$ cat src/rtl/mvbp_pkg.sv
`default_nettype none

package mvbp_pkg;

    localparam int unsigned WORD_W     = 32;
    localparam int unsigned CLASS_W    = 2;
    localparam int unsigned GROUP_SIZE = 16;
    localparam int unsigned POS_W      = $clog2(GROUP_SIZE);
    localparam int unsigned COUNT_W    = 25;
    localparam int unsigned MAX_WORDS  = 16777216;
    localparam int unsigned FIELD_MAX  = (1 << COUNT_W) - 1;
    localparam int unsigned COUNT_CAP  = (MAX_WORDS < FIELD_MAX) ? MAX_WORDS : FIELD_MAX;

    localparam int unsigned FIFO_DEPTH = 4;
    localparam int unsigned FIFO_PTR_W = $clog2(FIFO_DEPTH);
    localparam int unsigned FIFO_CNT_W = $clog2(FIFO_DEPTH + 1);

    localparam logic [WORD_W-1:0] MISS_FIRST_RST  = 32'd4294959041;
    localparam logic [WORD_W-1:0] MISS_SECOND_RST = 32'd49407;

    localparam logic [CLASS_W-1:0] CLASS_RAW    = 2'd0;
    localparam logic [CLASS_W-1:0] CLASS_SECOND = 2'd1;
    localparam logic [CLASS_W-1:0] CLASS_FIRST  = 2'd2;
    localparam logic [CLASS_W-1:0] CLASS_ZERO   = 2'd3;

    localparam logic KIND_RAW    = 1'b0;
    localparam logic KIND_BITMAP = 1'b1;

    localparam logic CFG_MISS_FIRST  = 1'b0;
    localparam logic CFG_MISS_SECOND = 1'b1;

    typedef struct packed {
        logic               kind;
        logic [WORD_W-1:0]  value;
        logic [COUNT_W-1:0] count;
        logic               eor;
    } t_result;

    typedef struct packed {
        logic [1:0] num;
        t_result    first;
        t_result    second;
    } t_pack_out;

endpackage

`default_nettype wire

$ cat src/rtl/mvbp_pack.sv
`default_nettype none

module mvbp_pack
    import mvbp_pkg::*;
(
    input  wire logic              i_clk,
    input  wire logic              i_rst_n,
    input  wire logic              i_cfg_wr_en,
    input  wire logic              i_cfg_index,
    input  wire logic [WORD_W-1:0] i_cfg_data,
    input  wire logic              i_accept,
    input  wire logic [WORD_W-1:0] i_data_word,
    input  wire logic              i_final_word,
    output t_pack_out              o_pack
);

    logic [WORD_W-1:0]  r_miss_first;
    logic [WORD_W-1:0]  r_miss_second;
    logic [WORD_W-1:0]  r_acc;
    logic [POS_W-1:0]   r_pos;
    logic [COUNT_W-1:0] r_count;

    logic [WORD_W-1:0]  n_acc;
    logic [POS_W-1:0]   n_pos;
    logic [COUNT_W-1:0] n_count;

    logic [CLASS_W-1:0] cls;
    logic               is_raw;
    logic [COUNT_W-1:0] count_upd;
    logic [WORD_W-1:0]  acc_upd;
    logic               group_end;
    t_result            raw_res;
    t_result            bmp_res;

    always_comb begin
        if (i_data_word == '0) begin
            cls = CLASS_ZERO;
        end else if (i_data_word == r_miss_first) begin
            cls = CLASS_FIRST;
        end else if (i_data_word == r_miss_second) begin
            cls = CLASS_SECOND;
        end else begin
            cls = CLASS_RAW;
        end
    end

    assign is_raw    = (cls == CLASS_RAW);
    assign count_upd = (is_raw && (r_count < COUNT_W'(COUNT_CAP))) ?
                       r_count + COUNT_W'(1) : r_count;
    assign acc_upd   = r_acc | (WORD_W'(cls) << {r_pos, 1'b0});
    assign group_end = (r_pos == POS_W'(GROUP_SIZE - 1)) || i_final_word;

    always_comb begin
        raw_res.kind  = KIND_RAW;
        raw_res.value = i_data_word;
        raw_res.count = count_upd;
        raw_res.eor   = 1'b0;

        bmp_res.kind  = KIND_BITMAP;
        bmp_res.value = acc_upd;
        bmp_res.count = count_upd;
        bmp_res.eor   = i_final_word;

        o_pack.first  = is_raw ? raw_res : bmp_res;
        o_pack.second = bmp_res;
        o_pack.num    = 2'(is_raw) + 2'(group_end);
    end

    always_comb begin
        n_acc   = r_acc;
        n_pos   = r_pos;
        n_count = r_count;
        if (i_accept) begin
            if (i_final_word) begin
                n_acc   = '0;
                n_pos   = '0;
                n_count = '0;
            end else if (group_end) begin
                n_acc   = '0;
                n_pos   = '0;
                n_count = count_upd;
            end else begin
                n_acc   = acc_upd;
                n_pos   = r_pos + POS_W'(1);
                n_count = count_upd;
            end
        end
    end

    always_ff @(posedge i_clk) begin
        if (!i_rst_n) begin
            r_miss_first  <= MISS_FIRST_RST;
            r_miss_second <= MISS_SECOND_RST;
            r_acc         <= '0;
            r_pos         <= '0;
            r_count       <= '0;
        end else begin
            r_acc   <= n_acc;
            r_pos   <= n_pos;
            r_count <= n_count;
            if (i_cfg_wr_en) begin
                case (i_cfg_index)
                    CFG_MISS_FIRST:  r_miss_first  <= i_cfg_data;
                    CFG_MISS_SECOND: r_miss_second <= i_cfg_data;
                    default: ;
                endcase
            end
        end
    end

endmodule

`default_nettype wire

$ cat src/rtl/mvbp_fifo.sv
`default_nettype none

module mvbp_fifo
    import mvbp_pkg::*;
(
    input  wire logic      i_clk,
    input  wire logic      i_rst_n,
    input  wire logic      i_push,
    input  wire t_pack_out i_pack,
    input  wire logic      i_pop,
    output logic           o_valid,
    output logic           o_full,
    output t_result        o_head
);

    t_result                r_mem [FIFO_DEPTH];
    logic [FIFO_PTR_W-1:0]  r_wr_ptr;
    logic [FIFO_PTR_W-1:0]  r_rd_ptr;
    logic [FIFO_CNT_W-1:0]  r_count;

    logic [FIFO_PTR_W-1:0]  n_wr_ptr;
    logic [FIFO_PTR_W-1:0]  n_rd_ptr;
    logic [FIFO_CNT_W-1:0]  n_count;

    logic [1:0]             push_num;
    logic                   pop_now;
    logic [FIFO_PTR_W-1:0]  wr_ptr_next;

    assign push_num    = i_push ? i_pack.num : 2'd0;
    assign pop_now     = i_pop && o_valid;
    assign wr_ptr_next = r_wr_ptr + FIFO_PTR_W'(1);

    assign o_valid = (r_count != '0);
    assign o_full  = (r_count > FIFO_CNT_W'(FIFO_DEPTH - 2));
    assign o_head  = r_mem[r_rd_ptr];

    always_comb begin
        n_wr_ptr = r_wr_ptr + FIFO_PTR_W'(push_num);
        n_rd_ptr = pop_now ? r_rd_ptr + FIFO_PTR_W'(1) : r_rd_ptr;
        n_count  = r_count + FIFO_CNT_W'(push_num) - FIFO_CNT_W'(pop_now);
    end

    always_ff @(posedge i_clk) begin
        if (push_num != 2'd0) begin
            r_mem[r_wr_ptr] <= i_pack.first;
        end
        if (push_num == 2'd2) begin
            r_mem[wr_ptr_next] <= i_pack.second;
        end
    end

    always_ff @(posedge i_clk) begin
        if (!i_rst_n) begin
            r_wr_ptr <= '0;
            r_rd_ptr <= '0;
            r_count  <= '0;
        end else begin
            r_wr_ptr <= n_wr_ptr;
            r_rd_ptr <= n_rd_ptr;
            r_count  <= n_count;
        end
    end

endmodule

`default_nettype wire

$ cat src/rtl/missing_value_bitmap_packer.sv
// Missing-value bitmap packer.
// Input channel: i_valid / o_stall with i_data_word and i_final_word. A word is
// taken at a clock edge where i_valid is high and o_stall is low.
// Output channel: o_valid / i_stall with o_result_kind, o_result_value,
// o_raw_count and o_end_of_run; a transaction completes where o_valid is high
// and i_stall is low.
// Each word yields zero, one or two results: a raw word first when the word is
// neither zero nor a missing-value word, then the bitmap when its group of 16
// fills or the word is final. The configuration registers are written through
// i_cfg_wr_en / i_cfg_index / i_cfg_data; the user must write them only while
// the block is idle, which the block does not enforce. Throughput: one word per
// cycle while o_stall is low; the output side moves one result per cycle while
// i_stall is low, so words that yield two results are bounded by the output
// rate. Results wait in a four-entry output queue, and o_stall rises while it
// holds three or more. Reset (synchronous, i_rst_n low) empties the queue,
// clears the group and raw counter, and loads the missing-value registers with
// their defaults. While the receiver stalls, the head result holds and words
// keep entering until the queue is nearly full.
`default_nettype none

module missing_value_bitmap_packer
    import mvbp_pkg::*;
(
    input  wire logic               i_clk,
    input  wire logic               i_rst_n,
    input  wire logic               i_cfg_wr_en,
    input  wire logic               i_cfg_index,
    input  wire logic [WORD_W-1:0]  i_cfg_data,
    input  wire logic               i_valid,
    output logic                    o_stall,
    input  wire logic [WORD_W-1:0]  i_data_word,
    input  wire logic               i_final_word,
    output logic                    o_valid,
    input  wire logic               i_stall,
    output logic                    o_result_kind,
    output logic [WORD_W-1:0]       o_result_value,
    output logic [COUNT_W-1:0]      o_raw_count,
    output logic                    o_end_of_run
);

    logic      accept;
    logic      full;
    t_pack_out pack;
    t_result   head;

    assign o_stall = full;
    assign accept  = i_valid && !full;

    mvbp_pack u_pack (
        .i_clk        (i_clk),
        .i_rst_n      (i_rst_n),
        .i_cfg_wr_en  (i_cfg_wr_en),
        .i_cfg_index  (i_cfg_index),
        .i_cfg_data   (i_cfg_data),
        .i_accept     (accept),
        .i_data_word  (i_data_word),
        .i_final_word (i_final_word),
        .o_pack       (pack)
    );

    mvbp_fifo u_fifo (
        .i_clk   (i_clk),
        .i_rst_n (i_rst_n),
        .i_push  (accept),
        .i_pack  (pack),
        .i_pop   (!i_stall),
        .o_valid (o_valid),
        .o_full  (full),
        .o_head  (head)
    );

    assign o_result_kind  = head.kind;
    assign o_result_value = head.value;
    assign o_raw_count    = head.count;
    assign o_end_of_run   = head.eor;

endmodule

`default_nettype wire
$ cat config.mk
export PLATFORM = sky130hd
export DESIGN_NAME = missing_value_bitmap_packer
export DESIGN_NICKNAME = d
export VERILOG_FILES = /design/src/rtl/mvbp_pkg.sv /design/src/rtl/mvbp_pack.sv /design/src/rtl/mvbp_fifo.sv /design/src/rtl/missing_value_bitmap_packer.sv
export SDC_FILE = /design/constraint.sdc
export NUM_CORES = 1
export LEC_CHECK = 0
export BUFFER_PORTS_ARGS = -buffer_cell sky130_fd_sc_hd__buf_2
export CAP_MARGIN = 20
export CORE_UTILIZATION = 40
export CTS_CLUSTER_DIAMETER = 60
export DETAILED_ROUTE_END_ITERATION = 6
export PLACE_DENSITY = 0.56
export SLEW_MARGIN = 10
export SYNTH_ARGS = -nofsm -noshare
export SYNTH_HDL_FRONTEND = slang
export SYNTH_HIERARCHICAL = 1
export SYNTH_SLANG_ARGS = --single-unit
$ cat constraint.sdc
create_clock -name i_clk -period 6.1 [get_ports i_clk]
set_clock_uncertainty 0.15 [all_clocks]
set_input_delay 1.525 -clock i_clk [delete_from_list [all_inputs] [get_ports i_clk]]
set_output_delay 1.525 -clock i_clk [all_outputs]
set_load 0.02 [all_outputs]
==> reports/qor.txt, run 1 <==
EDFF count, synth = 236
commonest non-fill, non-tap cell in the layout = mux2_2
synthesized area = 18800 sq um
most frequent cells in the layout = 237 x mux2_2, 236 x edfxtp_1, 184 x nand2_1
FMAX = 0.210 GHz
Top FF cell, synth = edfxtp_1
post-synthesis sequential area ratio = 51.8%
pwr dens = 336 nW/um^2
via count = 12500
Slowest cell on crit path = or4b_4
CP startpoint kind = input port
WP data required = 6.26 ns
Post-Syn Area per Cell = 12.1 sq um
Synthesis Warnings = 6
clock root cell = clkbuf_16
first-pass GRT wire length = 76.3 mm
initial antenna violation count = 2
share of the synthesized area in the top cell type = 37.6%
row count = 79
Routed Antenna Nets = 0
synth top area cells = edfxtp_1 38%, dfxtp_1 14%, mux2_2 14%
CTS tree = done
Unique masters post-synth = 68
crit-path max cell delay = 0.85 ns
post-CTS sizing = 0
area grow syn2layout = 13.7%
final WL = 50.6 mm
max cap viols = 0
via/cell ratio = 5.51
fin crit share = 78.0%
layout cells sized above 1 = 33.9%
CTS Sinks = 370
largest net degree at the start of global routing = 68
Critical Path Fanout Max = 32
final hold viol count = 0
DR pass1 iterations = 5
placer congestion estimate = 0.826
CP Cell Sequence = buf_2 > xnor2_1 > nand4_1 > nor4_4 > nand2_4 > nand2_2 > inv_1 > ha_1 > or4b_4 > buf_12 > mux2_4
Critical Path End Type = flip-flop
wire per inst = 22.3 um
Worst R2R Path Depth = 10
clk slew on worst S/H paths = 0.06 ns
worst vdd ir = 171 uV
hold crit path type = reg -> reg
Starting Density = 40.5%
io pins = 132
Setup Crit Path Kind = in -> reg
Die ar. = 48000 sq um
Max clock buf depth = 3
die width = 219 um
Synth async-reset ratio = 0%
Worst-Margin Slew = 0.990 ns
max_slew headroom = 33.8%
grt total ovfl = 0
Slew Viols, Final = 0
worst reg2reg setup slack = 2.12 ns
Die Height = 219 um
TNS Setup = 0 ns
area leader, netlist = edfxtp_1
final setup vio count = 0
clock latency on the worst-skew pair = 0.57 ns
status = finished, final reports clean
vias in the first global route = 12200
Syn Inst Count = 1557
worst hold stages = 2
postcts setup bufs = 0
# port buffers = 131
post-layout min period = 4.76 ns
core area = 46600 sq um
hold_buf cts = 0
fin util = 46.0%
nets@finish = 1711
crit path DAT = 4.91 ns
global-route usage over all layers = 21.3%
DRC violations left = 0
RSZ-0062 raised after global routing = false
Static Leakage = 7.87 nW
number of CTS-inserted buffers = 42
flops & latches, synth = 370
CTS H-tree depth = 2
Iteration-0 DRC Markers = 863
DP Wirelength = 32.3 mm
Synth Net Count = 1636
-- cell families (layout without fill, tap and decap cells) --
group                    count (synthesis)  in the layout  share of synthesized area [%]
XOR/XNOR                                94             94                           4.37
AO/OA/AOI/OAI                          183            183                           5.76
buffers and inverters                  168            276                           4.30
other                                    1              3                         0.0199
adder cells (fa/ha/maj)                  8              8                          0.571
multiplexers                           307            307                           22.1
AND/OR/NAND/NOR                        426            426                           11.1
flip-flops                             370            370                           51.8
-- worst paths after layout --
kind | startpoint | endpoint
max reg2reg | u_pack/r_miss_second[1]$_SDFFE_PN1P_ | u_fifo/r_mem[3][47]$_DFFE_PP_
max | i_data_word[1] | u_fifo/r_mem[3][47]$_DFFE_PP_
min | u_pack/r_acc[6]$_SDFFE_PN0P_ | u_pack/r_acc[6]$_SDFFE_PN0P_
min reg2reg | u_pack/r_acc[6]$_SDFFE_PN0P_ | u_pack/r_acc[6]$_SDFFE_PN0P_
-- power by group --
group	leakage, nW	internal, mW	switching [mW]
Sequential	3.32	2.88	0.142
Clock	0.708	1.63	1.04
Combinational	3.84	0.627	0.871
Total	7.87	5.14	2.05
-- per-layer routing --
layer	GRT usage (%)	share of wire [%]
met1	30.6	47
met2	32.0	44
met3	3.67	6.1
met4	7.87	2.9
met5	0	0
-- registers in the layout, summed over array words and instances (netlist names), named ones only --
register / cells
u_fifo/r_rd_ptr: 2
u_fifo/r_wr_ptr: 2
u_pack/r_acc: 32
u_fifo/r_mem: 236
u_pack/r_count: 25
u_fifo/r_count: 3
u_pack/r_miss_second: 32
u_pack/r_pos: 4
u_pack/r_miss_first: 32
-- layout make-up --
cell class | instances | area [sq um]
Antenna cell | 2 | 5.00
Clock buffer | 54 | 1150
Clock inverter | 23 | 304
Fill cell | 4225 | 25100
Inverter | 40 | 150
Multi-Input combinational cell | 1019 | 8320
Sequential cell | 370 | 9770
Tap cell | 607 | 759
Timing Repair Buffer | 159 | 966
-- critical path, delay by kind of cell --
family                   cells  cell delay [ns]
buffers and inverters        3             0.51
XOR/XNOR                     1             0.20
multiplexers                 1             0.31
AND/OR/NAND/NOR              5             1.87
adder cells (fa/ha/maj)      1             0.47
-- through the flow --
stage	total power [mW]	std cells	setup WS, ns	hold WS (ns)	area [sq um]
6_report	7.19	2274	1.34	0.307	21400
5_1_grt	7.48	2274	1.17	0.331	21400
4_1_cts	7.28	2272	1.36	0.307	21400
3_5_place_dp	4.60	2195	0.770	0.293	20000
3_3_place_gp	4.59	2195	0.842	0.284	20000
2_1_floorplan	4.06	1557	0.547	0.276	18800
-- synthesized netlist by cell type (8+ instances only) --
cell type / instances
a21oi_1: 84
mux2_4: 10
a31o_2: 10
clkbuf_1: 59
nand4_1: 30
nor4_1: 14
o21ai_0: 42
xnor2_1: 86
a31oi_1: 15
nor3_1: 9
nand2_1: 185
nand3_1: 56
dfxtp_1: 134
nor2_1: 70
mux4_2: 59
buf_4: 30
mux2_2: 237
inv_1: 39
buf_2: 36
xor2_1: 8
edfxtp_1: 236
and2_1: 15
(Power assumes the default switching activity.)
==> run 2: changes to the inputs <==
Settings changed: PLACE_DENSITY 0.56 to 0.54.
Clock period 6.1 ns to 4.5 ns, I/O delays scaled along.
==> run 2 against run 1 <==
  * Count of clock-buffer cells in the layout is 1 lower
  * Clock power is 24% higher
  * Worst setup slack lost 0.75 ns
  * Critical path depth up 5
  * Die area is the same
  * Final cell count increased by 1.5%
==> reports/qor.txt, run 2 (synthesis results as in run 1) <==
fin util = 46.6% (+0.53 points)
Starting Density = 40.5% (unchanged)
RSZ-0062 raised after global routing = false
clk slew on worst S/H paths = 0.06 ns (about the same)
Comb power frac = 23.0% (+2.2 points)
sum of buffers and inverters on the critical path = 3 (unchanged)
Placement Setup Slack = 0.0789 ns (-0.691 ns)
hold crit path type = reg -> reg
status = finished, final reports clean
CTS tree = done
Antenna diodes = 0 (-2)
io pins = 132 (unchanged)
placer congestion estimate = 0.831 (+0.70%)
Max clock buf depth = 3 (unchanged)
final WL = 52.4 mm (+3.4%)
Pint = 6.67 mW (+30%)
Slowest cell on crit path = nor4_1
Iteration-0 DRC Markers = 943 (+9.3%)
most frequent cells in the layout = 237 x mux2_2, 236 x edfxtp_1, 184 x nand2_1
TNS Setup = 0 ns (unchanged)
clock latency on the worst-skew pair = 0.57 ns (about the same)
final setup vio count = 0 (unchanged)
initial antenna violation count = 3 (+1)
final hold viol count = 0 (unchanged)
DP Wirelength = 34.0 mm (+5.3%)
CTS Sinks = 370 (unchanged)
post-layout min period = 3.90 ns
Worst-Margin Slew = 1.05 ns (+0.0556 ns)
Non-Filler Instances = 2307 (+1.5%)
Routed Antenna Nets = 0 (unchanged)
largest net degree at the start of global routing = 60 (-12%)
commonest non-fill, non-tap cell in the layout = mux2_2
crit path DAT = 4.21 ns (-0.70 ns)
Sw Ratio = 29.8% (+1.3 points)
Critical Path Fanout Max = 4 (-88%)
CP Cell Sequence = buf_2 > xnor2_1 > nand4_1 > nor4_1 > a21oi_2 > nand2_2 > inv_1 > ha_1 > nand2_1 > ha_1 > inv_1 > ha_1 > fa_1 > xnor2_1 > xnor2_1 > and2_1
crit-path max cell delay = 0.46 ns (-0.39 ns)
row count = 79 (unchanged)
Filler cells = 4241 (+0.38%)
# port buffers = 131 (unchanged)
via count = 12800 (+1.7%)
pwr dens = 438 nW/um^2 (+31%)
post-CTS sizing = 0 (unchanged)
Critical Path End Type = flip-flop
wire per inst = 22.7 um (+1.9%)
postcts setup bufs = 0 (unchanged)
P_sw = 2.83 mW (+38%)
via/cell ratio = 5.53 (+0.24%)
core area = 46600 sq um (unchanged)
Inst Count DP = 2228 (+1.5%)
Flop pwr share = 42.2% (about the same)
DR pass1 iterations = 5 (unchanged)
area grow syn2layout = 15.0%
die width = 219 um (unchanged)
max cap viols = 0 (unchanged)
most flop-heavy register = u_fifo/r_mem
WP data required = 4.80 ns (-1.46 ns)
number of CTS-inserted buffers = 43 (+2.4%)
vias in the first global route = 12700 (+3.8%)
Die Height = 219 um (unchanged)
Static Leakage = 7.99 nW (+1.6%)
clock root cell = clkbuf_16
Die ar. = 48000 sq um (unchanged)
Setup Crit Path Kind = in -> reg
nets@finish = 1745 (+2.0%)
CTS H-tree depth = 2 (unchanged)
worst vdd ir = 246 uV (+44%)
DRC violations left = 0 (unchanged)
max reg flops = 236 (unchanged)
worst setup slack after layout = 0.598 ns (-0.747 ns)
Slew Viols, Final = 0 (unchanged)
CP startpoint kind = input port
FMAX = 0.256 GHz
hold_buf cts = 0 (unchanged)
CP delay by family, top = adder cells
first-pass GRT wire length = 78.9 mm (+3.3%)
clock power share = 34.7% (-2.4 points)
global-route usage over all layers = 21.9% (+0.66 points)
max_slew headroom = 30.2% (-3.6 points)
fin crit share = 86.7%
layout cells sized above 1 = 34.9% (+1.0 points)
grt total ovfl = 0 (unchanged)
-- run 2: tightest hold or removal path: cells and delay by family, from the launching register on --
family             cells  cell delay [ns]
DFF                    1             0.33
and+or+nand+nor        1             0.05
AOI/OAI and AO/OA      1             0.05
-- run 2: path summary, 6_finish.rpt --
path | endpoint | slack (ns) | depth (start not counted) | from
max | u_fifo/r_count[2]$_SDFF_PN0_ | 0.60 | 16 | i_data_word[30]
min | u_pack/r_acc[2]$_SDFFE_PN0P_ | 0.31 | 2 | u_pack/r_acc[2]$_SDFFE_PN0P_
max reg2reg | u_fifo/r_count[2]$_SDFF_PN0_ | 1.02 | 15 | u_pack/r_miss_first[26]$_SDFFE_PN1P_
min reg2reg | u_pack/r_acc[2]$_SDFFE_PN0P_ | 0.31 | 2 | u_pack/r_acc[2]$_SDFFE_PN0P_
-- run 2: per-layer routing --
| layer | routed length (um) | GRT usage (%) |
|---|---|---|
| met5 | 37 | 0 |
| met4 | 1380 | 6.76 |
| met3 | 3090 | 4.37 |
| met2 | 23300 | 33.2 |
| met1 | 24500 | 31.5 |
-- run 2: power groups by stage --
stage / combinational [mW] / clock (mW) / sequential, mW
after floorplan: 1.46 / 0 / 4.04
after global placement: 2.22 / 0 / 4.07
after detailed placement: 2.23 / 0 / 4.08
after CTS: 2.23 / 3.39 / 4.01
after global routing: 2.35 / 3.52 / 4.03
final: 2.19 / 3.30 / 4.01
-- run 2: metrics by stage --
stage / cell area [sq um] / power (mW) / hold slack, ns
floorplan: 18900 / 5.50 / 0.276
global placement: 20400 / 6.30 / 0.284
detailed placement: 20400 / 6.31 / 0.295
CTS: 21700 / 9.63 / 0.309
global route: 21700 / 9.90 / 0.334
finish: 21700 / 9.50 / 0.309
-- run 2: layout make-up --
cell class	instances	area, sq um	area share, %
sequential	370	9770	45.1
multi-input combinational	1019	8330	38.4
timing repair buffer	192	1350	6.24
clock buffer	53	1130	5.24
tap	607	759	3.50
clock inverter	26	173	0.797
inverter	40	150	0.693
